## src/hw/rtl/upd_pkg.sv

```systemverilog
// Package for the URL percent decoder: escape phases, character and capacity
// constants, the result bundle and queue status types and the hex digit decoder. No dependencies.
`timescale 1ns / 1ps

package upd_pkg;

	// Escape tracking phases.
	localparam logic [1:0] PH_IDLE  = 2'd0;
	localparam logic [1:0] PH_PCT   = 2'd1;
	localparam logic [1:0] PH_DIGIT = 2'd2;

	localparam logic [7:0] CHAR_PLUS  = 8'h2B;
	localparam logic [7:0] CHAR_PCT   = 8'h25;
	localparam logic [7:0] CHAR_SPACE = 8'h20;

	localparam int unsigned CAP_W     = 13;
	localparam int unsigned COUNT_W   = 12;
	localparam logic [CAP_W-1:0] CAP_RESET = 13'd256;
	localparam logic [CAP_W-1:0] CAP_MAX   = 13'd4096;

	// All results caused by one input item. n counts them (1 to 3); when
	// term is set the final one is the terminator.
	typedef struct packed {
		logic [1:0]      n;
		logic            term;
		logic [2:0][7:0] bytes;
	} bundle_t;

	// Queue status seen by the front and back parts.
	typedef struct packed {
		logic full;
		logic empty;
	} q_status_t;

	// Returns {is_hex, value}.
	function automatic logic [4:0] hex_decode(input logic [7:0] c);
		logic [4:0] r;
		r = 5'd0;
		if (c >= 8'h30 && c <= 8'h39) begin
			r = {1'b1, 4'(c - 8'h30)};
		end else if (c >= 8'h61 && c <= 8'h66) begin
			r = {1'b1, 4'(c - 8'h57)};
		end else if (c >= 8'h41 && c <= 8'h46) begin
			r = {1'b1, 4'(c - 8'h37)};
		end
		return r;
	endfunction

endpackage

```

## src/hw/rtl/url_percent_decoder_core.sv

```systemverilog
// Top level of the streaming form-urlencoded decoder: joins the front part,
// the bundle queue and the back part. Depends on upd_pkg and those modules.
`timescale 1ns / 1ps

// The decoder takes one source byte per item and decodes it as form-urlencoded
// text: a plus becomes a space, a percent sign with two hex digits becomes one
// byte, and a broken escape is passed on literally before the breaking byte is
// handled normally. An item with end_of_string set flushes any held escape and
// yields a terminator result (byte zero); the last result of every item has
// last set, and an item may yield no result at all once the cap is reached or
// while an escape is being collected. The front part takes an item in every
// cycle in which the bundle queue has room, so input runs at one item per
// cycle; the back part delivers one result per cycle through its output
// register whenever the output is taken, so an item that yields two or three
// results is delivered one result after another and the queue of QUEUE_DEPTH
// bundles absorbs such bursts. The first result of an item is written into a
// queue entry and then loaded into the output register before it is presented.
// The capacity register (reset 256) may be written through cfg_we and
// cfg_wdata whenever the block is idle; it takes effect on the next item.

module url_percent_decoder_core #(
	parameter int unsigned QUEUE_DEPTH = 4
) (
	input  logic                      clk,
	input  logic                      arst_n,
	input  logic                      in_valid,
	output logic                      in_ready,
	input  logic [7:0]                data_byte,
	input  logic                      end_of_string,
	output logic                      out_valid,
	input  logic                      out_ready,
	output logic [7:0]                out_byte,
	output logic                      is_terminator,
	output logic                      last,
	input  logic                      cfg_we,
	input  logic [upd_pkg::CAP_W-1:0] cfg_wdata
);
	import upd_pkg::*;

	logic      push, pop;
	bundle_t   push_data, head;
	q_status_t q_status;

	// Front: escape state, cap tracking and bundle assembly.
	upd_front u_front (
		.clk           (clk),
		.arst_n        (arst_n),
		.in_valid      (in_valid),
		.in_ready      (in_ready),
		.data_byte     (data_byte),
		.end_of_string (end_of_string),
		.cfg_we        (cfg_we),
		.cfg_wdata     (cfg_wdata),
		.q_status      (q_status),
		.push          (push),
		.push_data     (push_data)
	);

	// Bundles wait here so that either side can stall on its own.
	upd_queue #(
		.DEPTH (QUEUE_DEPTH)
	) u_queue (
		.clk       (clk),
		.arst_n    (arst_n),
		.push      (push),
		.push_data (push_data),
		.pop       (pop),
		.head      (head),
		.q_status  (q_status)
	);

	// Back: one result per cycle out of the head bundle while the output is taken.
	upd_back u_back (
		.clk           (clk),
		.arst_n        (arst_n),
		.head          (head),
		.q_status      (q_status),
		.pop           (pop),
		.out_valid     (out_valid),
		.out_ready     (out_ready),
		.out_byte      (out_byte),
		.is_terminator (is_terminator),
		.last          (last)
	);

	// The front never pushes into a full queue.
	a_no_overflow: assert property (@(posedge clk) disable iff (!arst_n)
		push |-> !q_status.full)
		else $error("bundle pushed into a full queue");

	// The back never pops an empty queue.
	a_no_underflow: assert property (@(posedge clk) disable iff (!arst_n)
		pop |-> !q_status.empty)
		else $error("bundle popped from an empty queue");

	// A terminator is always the final result of its item and carries zero.
	a_term_shape: assert property (@(posedge clk) disable iff (!arst_n)
		out_valid && is_terminator |-> last && (out_byte == 8'h00))
		else $error("malformed terminator result");

	// A pushed bundle is never empty; a terminator bundle always has at least the terminator slot.
	a_bundle_count: assert property (@(posedge clk) disable iff (!arst_n)
		push |-> (push_data.n != 2'd0) && (!push_data.term || push_data.n >= 2'd1))
		else $error("empty bundle pushed");

	// A result that is held back stays in the output register.
	a_out_hold: assert property (@(posedge clk) disable iff (!arst_n)
		out_valid && !out_ready |=> out_valid && $stable(out_byte) && $stable(last))
		else $error("stalled result changed");

endmodule

```

## src/hw/rtl/upd_front.sv

```systemverilog
// Front part of the URL percent decoder: takes input items, tracks escapes and
// the output cap, and builds one result bundle per item that yields a result. Depends on upd_pkg.
`timescale 1ns / 1ps

module upd_front (
	input  logic                       clk,
	input  logic                       arst_n,
	input  logic                       in_valid,
	output logic                       in_ready,
	input  logic [7:0]                 data_byte,
	input  logic                       end_of_string,
	input  logic                       cfg_we,
	input  logic [upd_pkg::CAP_W-1:0]  cfg_wdata,
	input  upd_pkg::q_status_t         q_status,
	output logic                       push,
	output upd_pkg::bundle_t           push_data
);
	import upd_pkg::*;

	logic [CAP_W-1:0]   cap_q;
	logic [1:0]         phase_q, phase_d;
	logic [7:0]         held_q, held_d;
	logic [COUNT_W-1:0] count_q, count_d;

	logic [2:0][7:0]    cand;
	logic [1:0]         ncand;
	logic               plain;
	logic [4:0]         hex_b, hex_h;
	logic [CAP_W-1:0]   cap_eff, cap_m1;
	logic [COUNT_W-1:0] data_cap, room;
	logic [1:0]         allowed;
	logic               accept;

	assign in_ready = !q_status.full;
	assign accept   = in_valid && in_ready;

	// Escape and plus decoding: gather up to three candidate data bytes.
	always_comb begin
		hex_b   = hex_decode(data_byte);
		hex_h   = hex_decode(held_q);
		cand    = '0;
		ncand   = 2'd0;
		phase_d = phase_q;
		held_d  = held_q;
		plain   = 1'b1;
		if (end_of_string) begin
			if (phase_q == PH_PCT || phase_q == PH_DIGIT) begin
				cand[0] = CHAR_PCT;
				ncand   = 2'd1;
			end
			if (phase_q == PH_DIGIT) begin
				cand[1] = held_q;
				ncand   = 2'd2;
			end
			phase_d = PH_IDLE;
			held_d  = 8'd0;
		end else begin
			case (phase_q)
				PH_PCT: begin
					if (hex_b[4]) begin
						held_d  = data_byte;
						phase_d = PH_DIGIT;
						plain   = 1'b0;
					end else begin
						cand[0] = CHAR_PCT;
						ncand   = 2'd1;
						phase_d = PH_IDLE;
					end
				end
				PH_DIGIT: begin
					if (hex_b[4]) begin
						cand[0] = {(hex_h[4] ? hex_h[3:0] : 4'd0), hex_b[3:0]};
						ncand   = 2'd1;
						plain   = 1'b0;
					end else begin
						cand[0] = CHAR_PCT;
						cand[1] = held_q;
						ncand   = 2'd2;
					end
					phase_d = PH_IDLE;
					held_d  = 8'd0;
				end
				default: begin
					phase_d = PH_IDLE;
				end
			endcase
			if (plain) begin
				if (data_byte == CHAR_PLUS) begin
					cand[ncand] = CHAR_SPACE;
					ncand       = ncand + 2'd1;
				end else if (data_byte == CHAR_PCT) begin
					phase_d = PH_PCT;
				end else begin
					cand[ncand] = data_byte;
					ncand       = ncand + 2'd1;
				end
			end
		end
	end

	// Cap: clamp the capacity, then keep only as many data bytes as fit.
	always_comb begin
		if (cap_q == '0) begin
			cap_eff = CAP_W'(1);
		end else if (cap_q > CAP_MAX) begin
			cap_eff = CAP_MAX;
		end else begin
			cap_eff = cap_q;
		end
		cap_m1   = cap_eff - CAP_W'(1);
		data_cap = cap_m1[COUNT_W-1:0];
		room     = data_cap - count_q;
		if (count_q >= data_cap) begin
			allowed = 2'd0;
		end else if (room < {{(COUNT_W-2){1'b0}}, ncand}) begin
			allowed = room[1:0];
		end else begin
			allowed = ncand;
		end
	end

	always_comb begin
		push_data.n    = allowed + {1'b0, end_of_string};
		push_data.term = end_of_string;
		for (int i = 0; i < 3; i++) begin
			push_data.bytes[i] = (2'(i) < allowed) ? cand[i] : 8'h00;
		end
		count_d = end_of_string ? '0 : count_q + {{(COUNT_W-2){1'b0}}, allowed};
	end

	assign push = accept && (push_data.n != 2'd0);

	always_ff @(posedge clk or negedge arst_n) begin
		if (!arst_n) begin
			cap_q   <= CAP_RESET;
			phase_q <= PH_IDLE;
			held_q  <= 8'd0;
			count_q <= '0;
		end else begin
			if (cfg_we) begin
				cap_q <= cfg_wdata;
			end
			if (accept) begin
				phase_q <= phase_d;
				held_q  <= held_d;
				count_q <= count_d;
			end
		end
	end

endmodule

```

## src/hw/rtl/upd_queue.sv

```systemverilog
// Short queue of result bundles between the front and back parts of the URL
// percent decoder. Depends on upd_pkg.
`timescale 1ns / 1ps

module upd_queue #(
	parameter int unsigned DEPTH = 4
) (
	input  logic               clk,
	input  logic               arst_n,
	input  logic               push,
	input  upd_pkg::bundle_t   push_data,
	input  logic               pop,
	output upd_pkg::bundle_t   head,
	output upd_pkg::q_status_t q_status
);
	import upd_pkg::*;

	localparam int unsigned PW = (DEPTH > 1) ? $clog2(DEPTH) : 1;
	localparam int unsigned CW = $clog2(DEPTH + 1);

	bundle_t       mem_q [DEPTH];
	logic [PW-1:0] wr_ptr_q, rd_ptr_q;
	logic [CW-1:0] count_q;
	logic          do_push, do_pop;

	assign q_status.full  = (count_q == CW'(DEPTH));
	assign q_status.empty = (count_q == '0);
	assign do_push = push && !q_status.full;
	assign do_pop  = pop && !q_status.empty;
	assign head    = mem_q[rd_ptr_q];

	always_ff @(posedge clk) begin
		if (do_push) begin
			mem_q[wr_ptr_q] <= push_data;
		end
	end

	always_ff @(posedge clk or negedge arst_n) begin
		if (!arst_n) begin
			wr_ptr_q <= '0;
			rd_ptr_q <= '0;
			count_q  <= '0;
		end else begin
			if (do_push) begin
				wr_ptr_q <= (wr_ptr_q == PW'(DEPTH - 1)) ? '0 : wr_ptr_q + PW'(1);
			end
			if (do_pop) begin
				rd_ptr_q <= (rd_ptr_q == PW'(DEPTH - 1)) ? '0 : rd_ptr_q + PW'(1);
			end
			if (do_push && !do_pop) begin
				count_q <= count_q + CW'(1);
			end else if (do_pop && !do_push) begin
				count_q <= count_q - CW'(1);
			end
		end
	end

endmodule

```

## src/hw/rtl/upd_back.sv

```systemverilog
// Back part of the URL percent decoder: unpacks each queued bundle into
// single results through an output register. Depends on upd_pkg.
`timescale 1ns / 1ps

module upd_back (
	input  logic               clk,
	input  logic               arst_n,
	input  upd_pkg::bundle_t   head,
	input  upd_pkg::q_status_t q_status,
	output logic               pop,
	output logic               out_valid,
	input  logic               out_ready,
	output logic [7:0]         out_byte,
	output logic               is_terminator,
	output logic               last
);
	import upd_pkg::*;

	logic [1:0] idx_q;
	logic       valid_q, term_q, last_q;
	logic [7:0] byte_q;
	logic       load, emit, final_res;

	assign load      = !valid_q || out_ready;
	assign emit      = load && !q_status.empty;
	assign final_res = (idx_q == head.n - 2'd1);
	assign pop       = emit && final_res;

	always_ff @(posedge clk) begin
		if (emit) begin
			byte_q <= head.bytes[idx_q];
			term_q <= head.term && final_res;
			last_q <= final_res;
		end
	end

	always_ff @(posedge clk or negedge arst_n) begin
		if (!arst_n) begin
			valid_q <= 1'b0;
			idx_q   <= 2'd0;
		end else begin
			if (emit) begin
				valid_q <= 1'b1;
				idx_q   <= final_res ? 2'd0 : idx_q + 2'd1;
			end else if (out_ready) begin
				valid_q <= 1'b0;
			end
		end
	end

	assign out_valid     = valid_q;
	assign out_byte      = byte_q;
	assign is_terminator = term_q;
	assign last          = last_q;

endmodule
```

## config.mk

```make
export PLATFORM = sky130hd
export DESIGN_NAME = url_percent_decoder_core
export DESIGN_NICKNAME = d
export VERILOG_FILES = /design/src/hw/rtl/upd_pkg.sv /design/src/hw/rtl/url_percent_decoder_core.sv /design/src/hw/rtl/upd_front.sv /design/src/hw/rtl/upd_queue.sv /design/src/hw/rtl/upd_back.sv
export SDC_FILE = /design/constraint.sdc
export NUM_CORES = 1
export LEC_CHECK = 0
export ABC_AREA = 1
export BUFFER_PORTS_ARGS = -buffer_cell sky130_fd_sc_hd__buf_2
export CORE_MARGIN = 2
export CORE_UTILIZATION = 50
export CTS_CLUSTER_DIAMETER = 120
export CTS_CLUSTER_SIZE = 20
export DETAILED_ROUTE_END_ITERATION = 10
export HOLD_SLACK_MARGIN = 0.1
export PLACE_DENSITY = 0.67
export REMOVE_ABC_BUFFERS = 1
export SETUP_SLACK_MARGIN = 0.2
export SLEW_MARGIN = 40
export SYNTH_ARGS = -nofsm -noshare
export SYNTH_HDL_FRONTEND = slang
export SYNTH_SLANG_ARGS = --single-unit
```

## constraint.sdc

```tcl
create_clock -name clk -period 7.2 [get_ports clk]
set_input_delay 1.44 -clock clk [delete_from_list [all_inputs] [get_ports clk]]
set_output_delay 1.44 -clock clk [all_outputs]
set_load 0.02 [all_outputs]
```

==> out/summary.txt, run 1 <==
Post-DP HPWL: 13900 µm
Detailed-route DRC error count: 0
Synth area leader: edfxtp_1
# placed instances: 1189
Slowest cell delay on critical path: 0.32 ns
DRT antenna net count: 0
Routed wl met2: 9490 µm
Share of flip-flops with an asynchronous set or reset: 27.6%
Crit path kind: in2reg
CTS tree: done
WL met3: 1010 µm
Layout cells sized above 1: 13.7%
Delay-heaviest family, CP: simple AND/OR/NAND/NOR gates
# clock sinks: 163
Die H: 137 µm
PostCTS Resize Cnt: 0
Number of port buffers: 38
Wl on met1: 9450 µm
Cell variety after synth: 54
Worst-Margin Slew: 0.805 ns
Average size of a mapped cell: 9.45 µm²
Initial antenna violation count: 0
Initial DRC Count: 616
Largest net degree at the start of global routing: 58
Pins Over Slew Limit: 0
Die area: 18800 µm²
Num CTS Buffers: 17
Run status: finished clean
Worst-path clk slew: 0.07 ns
Setup TNS: 0 ns
Highest Signal Layer: met4
Post-Syn Instances: 937
Fmax: 0.164 GHz
GP Congestion: 0.904
Number of global-route vias before repair: 6364
First-pass GRT wire length: 33000 µm
Total power: 3.25 mW
Worst path most repeated cell: nor2_1
Number of top-level pins: 39
CTS root buf: clkbuf_16
Die width: 137 µm
Netlist Area Pre-Place: 8860 µm²
Final WL: 20400 µm
Crit path capture type: register
Commonest cells post-synth: nand2_1 (150), nor2_1 (126), edfxtp_1 (118)
Cell with the most instances after synthesis: nand2_1
Fin crit share: 84.8%
Setup Viol. Count Final: 0
H-tree depth: 4
GRT Residual Overflow: 0
Number of synthesized flops with an enable pin: 118
Leak: 4.03 nW
Worst Path Max Fanout: 7
Top cell type's share of synthesized area: 40.0%
Max rail drop VDD: 0.289 mV
Final hold vios: 0
Final instance count without filler cells: 1221
Tot GR Track Use: 23.3%
Post-layout minimum cycle time: 6.11 ns
Skew final: 0.00912 ns
Placement Rows: 48
Syn. warnings: 0
Sequential-to-total area share from yosys stat: 52.7%
Core ar.: 17300 µm²
Worst hold path class: reg2reg
Total number of vias: 6788
Area Overhead vs Synth: 12.1%
Vias per inst: 5.56
Postcts setup bufs: 0
Final Core Density: 57.4%
First-pass DRT Iterations: 7
Crit path DAT: 6.46 ns
CTS max path bufs: 2
Power per Cell Area: 327 nW/µm²
Setup crit start kind: primary input
Avg WL per Cell: 16.7 µm
WP buf/inv: 7
Synthesis-stage register bit count: 163
Most common flop cell mapped by yosys: edfxtp_1
Max stage delay cell, worst path: nor3_1
Rel. slew slack: 46.1%
Post-CTS Hold Buffers: 0
Top cells by area, synth: edfxtp_1 (40%), dfrtp_1 (12%), nand2_1 (6.4%)
Initial Utilization: 51.2%
# nets final: 1050
Ant. Diodes: 0
Max cap viols: 0
Data required, critical path: 7.56 ns
Clk Latency, worst-skew pair: 0.44 ns
RSZ-0062 raised after global routing: no
-- state kept, by name, indices dropped and copies added, names as in the netlist --
name	cells
u_back.is_terminator	1
u_queue.mem_q	108
u_queue.count_q	3
u_queue.wr_ptr_q	2
u_back.out_valid	1
u_back.out_byte	8
u_queue.rd_ptr_q	2
u_back.last	1
u_front.cap_q	13
u_back.idx_q	2
u_front.phase_q	2
u_front.held_q	8
u_front.count_q	12
-- stage by stage --
stage | instance area [µm²] | hold slack, ns | worst slack (ns)
5_1_grt | 9930 | 0.520 | 0.446
3_5_place_dp | 9340 | 0.474 | 0.716
6_report | 9930 | 0.480 | 1.09
3_3_place_gp | 9340 | 0.468 | 0.921
2_1_floorplan | 8760 | 0.446 | 0.986
4_1_cts | 9930 | 0.482 | 1.18
-- power breakdown --
part	switching (mW)	internal, mW	leakage, nW
Combinational	0.727	0.353	2.08
Clock	0.408	0.493	0.284
Sequential	0.0701	1.20	1.67
-- cell usage in the layout, fill, tap and decap left out, types with 11 or more instances in the layout --
cell       netlist  routed
nor2_1         126     122
clkbuf_16        0      17
xor2_1          11      11
buf_2            1      38
inv_1          111     111
buf_4            0      12
dfrtp_1         44      44
a21oi_1         29      29
o22ai_1         22      22
o21ai_0         85      85
nand3_1         41      41
nand2_1        150     150
nand4_1         11      11
o221ai_1        13      13
ha_1            37      37
edfxtp_1       118     118
-- routing by layer --
| metal | vias up | global-route usage [%] |
|---|---|---|
| met2 | 215 | 36.6 |
| met4 | 0 | 9.16 |
| met1 | 3191 | 32.2 |
| met3 | 42 | 4.37 |
| li1 | 3340 | - |
| met5 | - | 0 |
-- logic make-up after synthesis --
logic type	count (synthesis)	share of synthesized area (%)
AO/OA/AOI/OAI	188	12.9
buffers and inverters	147	6.48
XOR/XNOR	17	1.68
adder cells (fa/ha/maj)	40	5.90
multiplexers	5	0.621
AND/OR/NAND/NOR	377	19.7
flip-flops	163	52.7
-- final timing paths --
check / startpoint / endpoint / slack (ns) / depth (start not counted)
worst max-delay path: data_byte[0] / u_front.count_q[10]$_DFFE_PN0P_ / 1.09 / 38
worst min-delay path: u_front.count_q[9]$_DFFE_PN0P_ / u_front.count_q[10]$_DFFE_PN0P_ / 0.48 / 1
worst max register to register: u_front.cap_q[1]$_DFFE_PN0P_ / u_front.count_q[10]$_DFFE_PN0P_ / 1.40 / 38
worst min register to register: u_front.count_q[9]$_DFFE_PN0P_ / u_front.count_q[10]$_DFFE_PN0P_ / 0.48 / 1
max in group asynchronous: arst_n / u_front.cap_q[11]$_DFFE_PN0P_ / 5.69 / 2
min in group asynchronous: arst_n / u_back.out_valid$_DFFE_PN0P_ / 1.08 / 2
-- layout make-up --
| type | count | area (µm²) |
|---|---|---|
| clock buffer | 17 | 425 |
| inverter | 124 | 482 |
| timing repair buffer | 50 | 280 |
| clock inverter | 15 | 170 |
| sequential | 163 | 4670 |
| tap | 225 | 282 |
| fill | 1505 | 7360 |
| multi-input combinational | 627 | 3620 |
Note: power is estimated with default switching activity, not from simulation.
==> run 2: changes to the inputs <==
==> constraint.sdc (replaced) <==
create_clock -name clk -period 6.1 [get_ports clk]
set_input_delay 1.22 -clock clk [delete_from_list [all_inputs] [get_ports clk]]
set_output_delay 1.22 -clock clk [all_outputs]
set_load 0.02 [all_outputs]
==> out/summary.txt, run 2 (synthesized netlist as in run 1, its figures left out) <==
Run status: finished clean
Largest net degree at the start of global routing: 58
Hold Crit Depth: 1
DRT antenna net count: 0
Max cap viols: 0
First-pass DRT Iterations: 5
Worst hold path class: reg2reg
Crit. Startpoint: data_byte[1]
Crit path DAT: 5.79 ns
Final hold vios: 0
Setup TNS: 0 ns
Max stage delay cell, worst path: fa_1
# clock sinks: 163
Worst-path clk slew: 0.07 ns
Number of port buffers: 38
Hold EP: u_front.count_q[10]$_DFFE_PN0P_
Max rail drop VDD: 0.341 mV
Ant. Diodes: 0
Area Overhead vs Synth: 14.7%
Fillers: 1496
Most frequent cells in the layout: nand2_1 (147), edfxtp_1 (118), nor2_1 (115)
Worst Path Max Fanout: 7
CTS root buf: clkbuf_16
Num CTS Buffers: 17
CP Depth: 36
Crit path capture type: register
Slowest cell delay on critical path: 0.37 ns
Avg WL per Cell: 16.6 µm
Fmax: 0.182 GHz
Initial Utilization: 51.2%
Post-layout minimum cycle time: 5.49 ns
FF-to-FF End: u_queue.count_q[2]$_DFFE_PN0P_
Post-DP HPWL: 13900 µm
CTS max path bufs: 2
Initial DRC Count: 562
GRT Residual Overflow: 0
Number of global-route vias before repair: 6410
Total power: 3.86 mW
Detailed-route DRC error count: 0
Power per Cell Area: 380 nW/µm²
PnR worst setup slack: 0.609 ns
Skew final: 0.0111 ns
Number of top-level pins: 39
Die area: 18800 µm²
Final WL: 20500 µm
Rel. slew slack: 52.3%
Worst hold start: u_front.count_q[10]$_DFFE_PN0P_
# placed instances: 1195
Reg2Reg Setup Slack: 0.68 ns
Tot GR Track Use: 22.9%
Max FFs per register: 108
WP buf/inv: 8
GP Congestion: 0.952
Worst reg2reg startpoint: u_front.cap_q[9]$_DFFE_PN0P_
RSZ-0062 raised after global routing: no
Post-place setup slack: -0.0109 ns
Delay-heaviest family, CP: simple AND/OR/NAND/NOR gates
Die width: 137 µm
Regs by FF count: u_queue.mem_q: 108 flops, u_front.cap_q: 13 flops, u_front.count_q: 12 flops
Initial antenna violation count: 0
Placement Rows: 48
Leading cell type in the layout, fill and taps excluded: nand2_1
Vias per inst: 5.55
Clk Latency, worst-skew pair: 0.42 ns
Post-CTS Hold Buffers: 0
Reg2reg path depth: 37
Core ar.: 17300 µm²
Leak: 4.13 nW
Fin crit share: 90.0%
# nets final: 1063
Final instance count without filler cells: 1234
Crit path kind: in2reg
Setup crit start kind: primary input
Die H: 137 µm
H-tree depth: 4
Worst-Margin Slew: 0.714 ns
Layout cells sized above 1: 16.4%
CTS tree: done
Most flops, register: u_queue.mem_q
First-pass GRT wire length: 32700 µm
Total number of vias: 6854
Pins Over Slew Limit: 0
Dpl cell area: 9410 µm²
Setup Viol. Count Final: 0
Final Cell Area: 10200 µm²
Data required, critical path: 6.40 ns
run 2: cell count changes in the layout (fill, tap and decap cells not counted), moves of 3 or more:
cell / before / now
buf_4: 12 / 24
nor2_1: 122 / 115
nor2_2: 4 / 10
nand3_1: 41 / 37
nand2_1: 150 / 147
nand2_4: 3 / 6
run 2: area by class of cell:
cell class | instances | area (µm²) | share of cell area [%]
inverter | 124 | 482 | 4.74
multi-input combinational | 627 | 3730 | 36.7
clock inverter | 15 | 170 | 1.67
sequential | 163 | 4670 | 46.0
tap | 225 | 282 | 2.77
clock buffer | 17 | 425 | 4.19
timing repair buffer | 63 | 405 | 3.99
run 2: worst max-delay path by stage:
stage                                           endpoint  slack [ns]
after floorplan            u_queue.mem_q[3][0]$_DFFE_PP_        0.11
after global placement    u_queue.count_q[2]$_DFFE_PN0P_        0.19
after detailed placement  u_queue.count_q[2]$_DFFE_PN0P_       -0.01
after CTS                 u_queue.count_q[2]$_DFFE_PN0P_        0.36
after global routing      u_queue.count_q[2]$_DFFE_PN0P_        0.17
final                     u_queue.count_q[2]$_DFFE_PN0P_        0.61
run 2: worst reg2reg max path: cells and delay by family (launching register included):
family	cells	cell delay [ns]
flops	1	0.41
simple gates	19	2.48
buf+inv	8	0.56
compound gates	4	0.56
fa+ha+maj	4	1.04
xor+xnor	2	0.26
run 2: timing repair:
item / 4_1_cts / 5_1_grt
setup buffers: 0 / 7
endpoints found under the setup margin: 0 / 80
resized for setup: 0 / 24
run 2: routing by layer:
metal	vias up	global-route usage, %	routed length [µm]
met1	3186	32.0	9320
met5	-	0	0
met4	0	8.82	543
met2	247	35.7	9480
li1	3369	-	-
met3	52	4.04	1170
run 2: through the flow:
step           utilization, %  hold slack (ns)
6_report                 58.7            0.492
3_3_place_gp             54.4            0.476
4_1_cts                  57.8            0.495
2_1_floorplan               -            0.446
3_5_place_dp             54.4            0.474
5_1_grt                  58.7            0.511
run 2: power breakdown:
group | switching, mW | internal, mW
Clock | 0.475 | 0.583
Sequential | 0.0831 | 1.41
Combinational | 0.872 | 0.436
